File: src/hw/rtl/owrs_pkg.sv
// Shared types and constants of the 1-Wire ROM search engine.
// No dependencies; used by the channel interfaces and the top level.
`default_nettype none

package owrs_pkg;

  // number of bytes in a device ID, default of the top-level parameter
  localparam int ROM_BYTES_DEF = 8;

  // widths of the result fields
  localparam int ID_W     = 64;
  localparam int POS_W    = 7;
  localparam int FAM_W    = 4;
  localparam int STATUS_W = 3;
  localparam int BYTE_W   = 8;

  // zero choices below this position fall inside the family byte
  localparam int FAM_LIMIT = 9;

  // command byte after reset
  localparam logic [BYTE_W-1:0] SEARCH_CMD_RST = 8'hF0;

  typedef logic [STATUS_W-1:0] status_t;
  typedef logic [POS_W-1:0]    pos_t;
  typedef logic [FAM_W-1:0]    fam_t;

  // input item kinds
  localparam logic CMD_START = 1'b0;
  localparam logic CMD_BITS  = 1'b1;

  // result status codes
  localparam status_t ST_SEND_CMD = 3'd0;
  localparam status_t ST_WRITE    = 3'd1;
  localparam status_t ST_FINAL    = 3'd2;
  localparam status_t ST_NONE     = 3'd3;
  localparam status_t ST_IGNORED  = 3'd4;

endpackage

`default_nettype wire

File: src/hw/rtl/owrs_if.sv
// Valid/ready channel interfaces of the 1-Wire ROM search engine.
// Depends on owrs_pkg for field widths and types.
`default_nettype none

interface owrs_in_if
  import owrs_pkg::*;
();
  logic valid;
  logic ready;
  logic cmd;
  logic restart;
  logic line_after_reset;
  logic id_bit;
  logic complement_bit;

  modport source (output valid, cmd, restart, line_after_reset, id_bit, complement_bit,
                  input ready);
  modport sink   (input valid, cmd, restart, line_after_reset, id_bit, complement_bit,
                  output ready);
endinterface

interface owrs_out_if
  import owrs_pkg::*;
();
  logic              valid;
  logic              ready;
  status_t           status;
  logic              write_bit;
  logic [BYTE_W-1:0] command_byte;
  logic              found;
  logic [ID_W-1:0]   rom_id;
  logic              last_device;
  fam_t              family_discrepancy;

  modport source (output valid, status, write_bit, command_byte, found, rom_id,
                  last_device, family_discrepancy,
                  input ready);
  modport sink   (input valid, status, write_bit, command_byte, found, rom_id,
                  last_device, family_discrepancy,
                  output ready);
endinterface

`default_nettype wire

File: src/hw/rtl/one_wire_rom_search.sv
// 1-Wire ROM search engine top level (discrepancy algorithm, one bit pair per beat).
// Depends on owrs_pkg and the channel interfaces in owrs_if.sv.
//
// Each input beat is either a start (after a bus reset, with the sampled presence
// level) or one read bit pair; every beat yields exactly one result beat. A beat is
// taken into an input register, processed against the search state once the output
// register is free, and the result is held in an output register until taken.
// Throughput is one beat per clock cycle while result beats are taken without stall.
// ROM_BYTES sets the ID length that closes a pass. search_command may be written only
// while idle.
`default_nettype none

module one_wire_rom_search
  import owrs_pkg::*;
#(
  parameter int ROM_BYTES = ROM_BYTES_DEF
) (
  input  wire logic              clk,
  input  wire logic              rst_n,
  input  wire logic              cfg_we,
  input  wire logic [BYTE_W-1:0] cfg_wdata,
  owrs_in_if.sink                in_ch,
  owrs_out_if.source             out_ch
);

  localparam int ROM_BITS = ROM_BYTES * 8;
  localparam int IDX_W    = $clog2(ROM_BITS);

  // configuration
  logic [BYTE_W-1:0] search_cmd_r;

  // input register
  logic s1_v_r;
  logic s1_cmd_r, s1_restart_r, s1_line_r, s1_id_r, s1_cmp_r;

  // search state
  logic [ROM_BITS-1:0] rom_bits_r, rom_bits_nxt;
  pos_t                last_disc_r, last_disc_nxt;
  pos_t                recent_zero_r, recent_zero_nxt;
  pos_t                bit_pos_r, bit_pos_nxt;
  logic                last_dev_r, last_dev_nxt;
  fam_t                fam_zero_r, fam_zero_nxt;
  logic                searching_r, searching_nxt;

  // result register
  logic              out_v_r;
  status_t           status_r, status_nxt;
  logic              wbit_r, wbit_nxt;
  logic [BYTE_W-1:0] cbyte_r, cbyte_nxt;
  logic              found_r, found_nxt;
  logic [ID_W-1:0]   rom_id_r;
  logic              lastdev_r, lastdev_nxt;
  fam_t              fam_out_r;

  logic             out_free, proc;
  logic [IDX_W-1:0] bit_idx;
  logic             dir;
  pos_t             zero_pos;

  // handshake: output register frees when taken, input register drains into it
  assign out_free     = !out_v_r || out_ch.ready;
  assign proc         = s1_v_r && out_free;
  assign in_ch.ready  = !s1_v_r || out_free;
  assign bit_idx      = IDX_W'(bit_pos_r - pos_t'(1));

  // config register
  always_ff @(posedge clk) begin
    if (!rst_n) begin
      search_cmd_r <= SEARCH_CMD_RST;
    end else if (cfg_we) begin
      search_cmd_r <= cfg_wdata;
    end
  end

  // input register
  always_ff @(posedge clk) begin
    if (!rst_n) begin
      s1_v_r <= 1'b0;
    end else if (in_ch.ready) begin
      s1_v_r <= in_ch.valid;
    end
  end

  always_ff @(posedge clk) begin
    if (in_ch.ready && in_ch.valid) begin
      s1_cmd_r     <= in_ch.cmd;
      s1_restart_r <= in_ch.restart;
      s1_line_r    <= in_ch.line_after_reset;
      s1_id_r      <= in_ch.id_bit;
      s1_cmp_r     <= in_ch.complement_bit;
    end
  end

  // one search step
  always_comb begin
    rom_bits_nxt    = rom_bits_r;
    last_disc_nxt   = last_disc_r;
    recent_zero_nxt = recent_zero_r;
    bit_pos_nxt     = bit_pos_r;
    last_dev_nxt    = last_dev_r;
    fam_zero_nxt    = fam_zero_r;
    searching_nxt   = searching_r;
    status_nxt      = ST_IGNORED;
    wbit_nxt        = 1'b0;
    cbyte_nxt       = '0;
    found_nxt       = 1'b0;
    lastdev_nxt     = 1'b0;
    dir             = 1'b0;
    zero_pos        = recent_zero_r;

    if (s1_cmd_r == CMD_START) begin
      // start of a pass after bus reset
      if (s1_restart_r) begin
        last_disc_nxt = '0;
        last_dev_nxt  = 1'b0;
        fam_zero_nxt  = '0;
      end
      searching_nxt = 1'b0;
      if (last_dev_nxt || s1_line_r) begin
        last_disc_nxt = '0;
        last_dev_nxt  = 1'b0;
        fam_zero_nxt  = '0;
        status_nxt    = ST_NONE;
      end else begin
        searching_nxt   = 1'b1;
        bit_pos_nxt     = pos_t'(1);
        recent_zero_nxt = '0;
        cbyte_nxt       = search_cmd_r;
        status_nxt      = ST_SEND_CMD;
      end
    end else if (!searching_r) begin
      status_nxt = ST_IGNORED;
    end else if (s1_id_r && s1_cmp_r) begin
      // nobody answered
      searching_nxt = 1'b0;
      last_disc_nxt = '0;
      last_dev_nxt  = 1'b0;
      fam_zero_nxt  = '0;
      status_nxt    = ST_NONE;
    end else begin
      // choose direction
      if (s1_id_r != s1_cmp_r) begin
        dir = s1_id_r;
      end else begin
        if (bit_pos_r < last_disc_r) begin
          dir = rom_bits_r[bit_idx];
        end else begin
          dir = (bit_pos_r == last_disc_r);
        end
        if (!dir) begin
          zero_pos = bit_pos_r;
          if (bit_pos_r < pos_t'(FAM_LIMIT)) begin
            fam_zero_nxt = bit_pos_r[FAM_W-1:0];
          end
        end
      end
      recent_zero_nxt       = zero_pos;
      rom_bits_nxt[bit_idx] = dir;
      wbit_nxt              = dir;
      bit_pos_nxt           = bit_pos_r + pos_t'(1);

      // close the pass after the last ID bit
      if (bit_pos_r >= pos_t'(ROM_BITS)) begin
        searching_nxt = 1'b0;
        last_disc_nxt = zero_pos;
        if (zero_pos == '0) begin
          last_dev_nxt = 1'b1;
        end
        if (rom_bits_nxt[7:0] == 8'h00) begin
          last_disc_nxt = '0;
          last_dev_nxt  = 1'b0;
          fam_zero_nxt  = '0;
        end else begin
          found_nxt   = 1'b1;
          lastdev_nxt = last_dev_nxt;
        end
        status_nxt = ST_FINAL;
      end else begin
        status_nxt = ST_WRITE;
      end
    end
  end

  // search state registers
  always_ff @(posedge clk) begin
    if (!rst_n) begin
      rom_bits_r    <= '0;
      last_disc_r   <= '0;
      recent_zero_r <= '0;
      bit_pos_r     <= pos_t'(1);
      last_dev_r    <= 1'b0;
      fam_zero_r    <= '0;
      searching_r   <= 1'b0;
    end else if (proc) begin
      rom_bits_r    <= rom_bits_nxt;
      last_disc_r   <= last_disc_nxt;
      recent_zero_r <= recent_zero_nxt;
      bit_pos_r     <= bit_pos_nxt;
      last_dev_r    <= last_dev_nxt;
      fam_zero_r    <= fam_zero_nxt;
      searching_r   <= searching_nxt;
    end
  end

  // result register
  always_ff @(posedge clk) begin
    if (!rst_n) begin
      out_v_r <= 1'b0;
    end else if (out_free) begin
      out_v_r <= s1_v_r;
    end
  end

  always_ff @(posedge clk) begin
    if (proc) begin
      status_r  <= status_nxt;
      wbit_r    <= wbit_nxt;
      cbyte_r   <= cbyte_nxt;
      found_r   <= found_nxt;
      rom_id_r  <= ID_W'(rom_bits_nxt);
      lastdev_r <= lastdev_nxt;
      fam_out_r <= fam_zero_nxt;
    end
  end

  // result beat
  assign out_ch.valid              = out_v_r;
  assign out_ch.status             = status_r;
  assign out_ch.write_bit          = wbit_r;
  assign out_ch.command_byte       = cbyte_r;
  assign out_ch.found              = found_r;
  assign out_ch.rom_id             = rom_id_r;
  assign out_ch.last_device        = lastdev_r;
  assign out_ch.family_discrepancy = fam_out_r;

endmodule

`default_nettype wire

File: src/flat_wrapper.sv
// flat-port wrapper written by rule: the top's interface ports become plain ports
module one_wire_rom_search_flat import owrs_pkg::*;
#(
  parameter int ROM_BYTES = ROM_BYTES_DEF
)
  (clk, rst_n, cfg_we, cfg_wdata, in_ch_valid, in_ch_cmd, in_ch_restart, in_ch_line_after_reset, in_ch_id_bit, in_ch_complement_bit, in_ch_ready, out_ch_valid, out_ch_status, out_ch_write_bit, out_ch_command_byte, out_ch_found, out_ch_rom_id, out_ch_last_device, out_ch_family_discrepancy, out_ch_ready);
  owrs_in_if in_ch_i ();
  owrs_out_if out_ch_i ();
  input  wire logic clk;
  input  wire logic rst_n;
  input  wire logic cfg_we;
  input  wire logic [BYTE_W-1:0] cfg_wdata;
  input wire logic [$bits(in_ch_i.valid)-1:0] in_ch_valid;
  input wire logic [$bits(in_ch_i.cmd)-1:0] in_ch_cmd;
  input wire logic [$bits(in_ch_i.restart)-1:0] in_ch_restart;
  input wire logic [$bits(in_ch_i.line_after_reset)-1:0] in_ch_line_after_reset;
  input wire logic [$bits(in_ch_i.id_bit)-1:0] in_ch_id_bit;
  input wire logic [$bits(in_ch_i.complement_bit)-1:0] in_ch_complement_bit;
  output wire logic [$bits(in_ch_i.ready)-1:0] in_ch_ready;
  output wire logic [$bits(out_ch_i.valid)-1:0] out_ch_valid;
  output wire logic [$bits(out_ch_i.status)-1:0] out_ch_status;
  output wire logic [$bits(out_ch_i.write_bit)-1:0] out_ch_write_bit;
  output wire logic [$bits(out_ch_i.command_byte)-1:0] out_ch_command_byte;
  output wire logic [$bits(out_ch_i.found)-1:0] out_ch_found;
  output wire logic [$bits(out_ch_i.rom_id)-1:0] out_ch_rom_id;
  output wire logic [$bits(out_ch_i.last_device)-1:0] out_ch_last_device;
  output wire logic [$bits(out_ch_i.family_discrepancy)-1:0] out_ch_family_discrepancy;
  input wire logic [$bits(out_ch_i.ready)-1:0] out_ch_ready;
  assign in_ch_i.valid = in_ch_valid;
  assign in_ch_i.cmd = in_ch_cmd;
  assign in_ch_i.restart = in_ch_restart;
  assign in_ch_i.line_after_reset = in_ch_line_after_reset;
  assign in_ch_i.id_bit = in_ch_id_bit;
  assign in_ch_i.complement_bit = in_ch_complement_bit;
  assign in_ch_ready = in_ch_i.ready;
  assign out_ch_valid = out_ch_i.valid;
  assign out_ch_status = out_ch_i.status;
  assign out_ch_write_bit = out_ch_i.write_bit;
  assign out_ch_command_byte = out_ch_i.command_byte;
  assign out_ch_found = out_ch_i.found;
  assign out_ch_rom_id = out_ch_i.rom_id;
  assign out_ch_last_device = out_ch_i.last_device;
  assign out_ch_family_discrepancy = out_ch_i.family_discrepancy;
  assign out_ch_i.ready = out_ch_ready;
  one_wire_rom_search #(.ROM_BYTES(ROM_BYTES)) u_core (.clk(clk), .rst_n(rst_n), .cfg_we(cfg_we), .cfg_wdata(cfg_wdata), .in_ch(in_ch_i), .out_ch(out_ch_i));
endmodule
File: config.mk
export PLATFORM = sky130hd
export DESIGN_NAME = one_wire_rom_search_flat
export DESIGN_NICKNAME = d
export VERILOG_FILES = /design/src/hw/rtl/owrs_pkg.sv /design/src/hw/rtl/owrs_if.sv /design/src/hw/rtl/one_wire_rom_search.sv /design/src/flat_wrapper.sv
export SDC_FILE = /design/constraint.sdc
export NUM_CORES = 1
export LEC_CHECK = 0
export BUFFER_PORTS_ARGS = -buffer_cell sky130_fd_sc_hd__buf_4
export CAP_MARGIN = 20
export CELL_PAD_IN_SITES_DETAIL_PLACEMENT = 1
export CELL_PAD_IN_SITES_GLOBAL_PLACEMENT = 2
export CORE_MARGIN = 2
export CORE_UTILIZATION = 30
export CTS_BUF_LIST = sky130_fd_sc_hd__clkbuf_8
export DETAILED_ROUTE_END_ITERATION = 8
export GPL_ROUTABILITY_DRIVEN = 0
export GPL_TIMING_DRIVEN = 0
export PLACE_DENSITY = 0.71
export SETUP_SLACK_MARGIN = 0.4
export SKIP_CTS_REPAIR_TIMING = 1
export SYNTH_ARGS = -nofsm -noshare
export SYNTH_HDL_FRONTEND = slang
export SYNTH_SLANG_ARGS = --single-unit
File: constraint.sdc
create_clock -name clk -period 9.2 [get_ports clk]
set_input_delay 1.38 -clock clk [delete_from_list [all_inputs] [get_ports clk]]
set_output_delay 1.38 -clock clk [all_outputs]
set_load 0.005 [all_outputs]
==> metrics.txt <==
core footprint=0.03156 sq mm; setup tns final=0 ns; CTS tree=done; number of levels the H-tree was split into=4; final number of max-transition violations=0; clock group share of total power=36.2%; final non-filler cell total=1487; switching share of total power=26.65%; routed wire length=31.52 mm; Via Count=7535; reg2reg end=u_core.rom_bits_r[13]; Metal-1 WL=15.07 mm; fraction of final layout cells sized beyond drive strength 1=23.59%; number of fill cells=3655; antenna viol nets, final=0; met2 wire len=15.02 mm; DRC marker count from the first detailed-route iteration=425; reg2reg setup slack=4.47 ns; Reg power frac=55.3%; number of port buffers=100; CP required=9.64 ns; global-route wire length before repair=48.53 mm; share of flip-flops with an asynchronous set or reset=0%; setup-violating endpoint count in the final report=0; Pre-antenna DRT Iters=5; area growth from synthesis to layout=17.92%; Clock Path Buffers=2; main flop type after synthesis=dfxtp_1; mean routed wirelength per cell=21.20 microns; leading cell type in the layout, fill and taps excluded=nand2_1; Leak Pwr=4.401 nW; number of failing hold endpoints at the final stage=0; clock root buffer=clkbuf_8; final net count=1100; min Tclk post-route=4.730 ns; Die H=183.0 microns; pin count of the biggest net entering global routing=48; Max Freq=211.4 MHz; category of the worst setup path capture point=flop; Num CTS Buffers=17; unrepaired setup endpoints after global routing=no; GRT overflow=0; register bit total from synthesis=188; GRT Total Usage=19.41%; Critical Setup Path Class=flop to flop; count of cell types in the netlist=67; Worst Setup Start Kind=flop; vias in the first global route=7849; floorplan row count=65; sequential element share of the synthesized area=48.19%; count of flip-flops with a built-in enable after synthesis=87; worst slew slack as a fraction of its limit=20.63%; Hold Crit Depth=2; Clock Pin Slew Worst Setup and Hold Paths=0.12 ns; Worst Tran Pin Value=1.186 ns; critical path peak fanout=11; hold wc startpoint=u_core.last_disc_r[4]; routed length on met3=892 microns; synthesized area per cell=10.14 sq um; TritonCTS sink count=188; number of antenna violations at the first check in global routing=0; synthesized cell area=0.009617 sq mm; combinational cell fraction of total power=8.5%; Hold WC Path Type=flop to flop; cell internal power dissipation=1.190 mW; count of cells along the worst register-to-register path=13; final cycle utilization of the critical path=51.41%; Vias/cell=5.067; die area=0.03350 sq mm; Top Layer Used=met4; power density of the placed cells=143.1 mW/mm^2; Max rail drop VDD=0.09164 mV; worst flop-to-flop path startpoint=u_core.bit_pos_r[0]; switching power=0.4325 mW; number of instances in the placed design=1454; I/O pin cnt=102; clock latency at the later pin of the worst-skew pair=0.51 ns; Syn. warnings=0; result of the run=complete, no violations; diode insertion count for antenna repair=0; arrival time of the worst setup path=5.17 ns; starting density of the core=30.48%; final routed DRC violation total=0; DIE WIDTH=183.0 microns; sink of the worst hold path=u_core.last_disc_r[4]; total half-perimeter wirelength after legalization and detailed placement=22.41 mm; commonest cells after routing, fill and taps aside=nand2_1, buf_4, dfxtp_1; Cells after Synth=948; Max Cap Viol=0; post-route total power=1.623 mW; net count after synthesis=976; clock tree skew after final layout=0.02481 ns
[final cells by class]
class                   count  area [sq um]  share of cell area [%]
clock buffers              17         234.0                   2.063
clock inverters            15         162.7                   1.434
flip-flops and latches    188          4634                   40.87
inverters                  20         75.07                  0.6620
plain buffers              58         292.8                   2.582
well taps                 402         503.0                   4.436
repair buffers            105         809.5                   7.139
multi-input cells         682          4628                   40.81
[worst max-delay path by stage]
stage                        start                       end  slack [ns]  cells past startpoint
2_1_floorplan         out_ch_ready     u_core.rom_bits_r[24]        4.31                      7
3_3_place_gp          out_ch_ready     u_core.rom_bits_r[30]        1.82                      8
5_1_grt        u_core.bit_pos_r[0]   u_core.out_ch.rom_id[5]        4.24                     15
6_report       u_core.bit_pos_r[0]     u_core.rom_bits_r[13]        4.47                     13
4_1_cts        u_core.bit_pos_r[0]     u_core.rom_bits_r[13]        4.50                     13
3_5_place_dp   u_core.bit_pos_r[0]  u_core.out_ch.rom_id[21]        4.54                     11
[cells in the mapped netlist (all sizes together), types with 3 or more instances]
cell,count,area [sq um]
o31ai,4,30.03
a21oi,19,98.85
nor4,9,62.56
nand2,164,615.6
nand2b,5,31.28
nand4,12,75.07
nand3,13,65.06
a21boi,17,127.6
o21a,4,30.03
o22ai,7,43.79
ha,10,125.1
nor3b,3,22.52
dfxtp,101,2022
clkbuf,31,116.4
or2,3,18.77
inv,19,71.32
and3,16,100.1
mux2,66,743.2
o41ai,4,68.82
buf,27,172.7
xnor2,6,52.55
o21ai,53,265.3
nand3b,6,45.04
a31oi,5,37.53
mux2i,75,750.7
and2,7,43.79
nor3,16,90.09
edfxtp,87,2613
a221o,3,30.03
a211oi,3,27.52
nor2b,62,387.9
nor2,59,221.5
mux4,7,157.7
[worst max-delay path: stages, from the launching register on]
cell and delay, ns:
dfxtp_1 0.35, buf_2 0.24, inv_2 0.24, ha_1 0.35
clkbuf_1 0.31, buf_2 0.40, buf_1 0.48, clkbuf_1 0.47
nand2_1 0.19, nor2_1 0.94, nand2_1 0.31, nor2_1 0.16
nand2_1 0.06, a21boi_0 0.16
[power by group through the flow]
stage | combinational [mW] | clock (mW) | sequential [mW]
final | 0.138 | 0.588 | 0.897
after global placement | 0.137 | 0 | 0.919
after floorplan | 0.0735 | 0 | 0.918
after detailed placement | 0.139 | 0 | 0.916
after global routing | 0.149 | 0.634 | 0.899
after CTS | 0.140 | 0.606 | 0.897
[metal layers]
layer / global-route usage [%] / up-vias
met4: 5.600 / 0
met2: 32.14 / 122
met3: 3.038 / 31
li1: - / 3604
met1: 26.25 / 3778
met5: 0 / -
[metrics by stage]
stage	hold slack, ns	cell area (sq um)	worst slack [ns]	util (%)
floorplan	0.4250	9617	4.310	-
global placement	0.4403	10870	1.821	34.45
detailed placement	0.4472	10940	4.544	34.66
CTS	0.4743	11330	4.495	35.91
global route	0.5017	11340	4.238	35.94
finish	0.4709	11340	4.470	35.94
[kinds of logic (layout without fill, tap and decap cells)]
group	count (synthesis)	count (layout)	share of synthesized area (%)
muxes	148	148	17.17
buffers and inverters	78	215	3.786
DFF	188	188	48.19
xor gates and xnor gates	8	8	0.9238
AOI/OAI and AO/OA	134	134	9.485
and+or+nand+nor	382	382	19.14
adders and majority gates	10	10	1.301
[sequential cells by signal (all words and copies together), names as in the netlist, 3 cells and up]
signal and cells:
u_core.out_ch.rom_id 64, u_core.rom_bits_r 64, u_core.out_ch.command_byte 8, u_core.search_cmd_r 8, u_core.bit_pos_r 7, u_core.last_disc_r 7
u_core.recent_zero_r 7, u_core.fam_zero_r 4, u_core.out_ch.family_discrepancy 4, u_core.out_ch.status 3
Note: power is estimated with default switching activity, not from simulation.
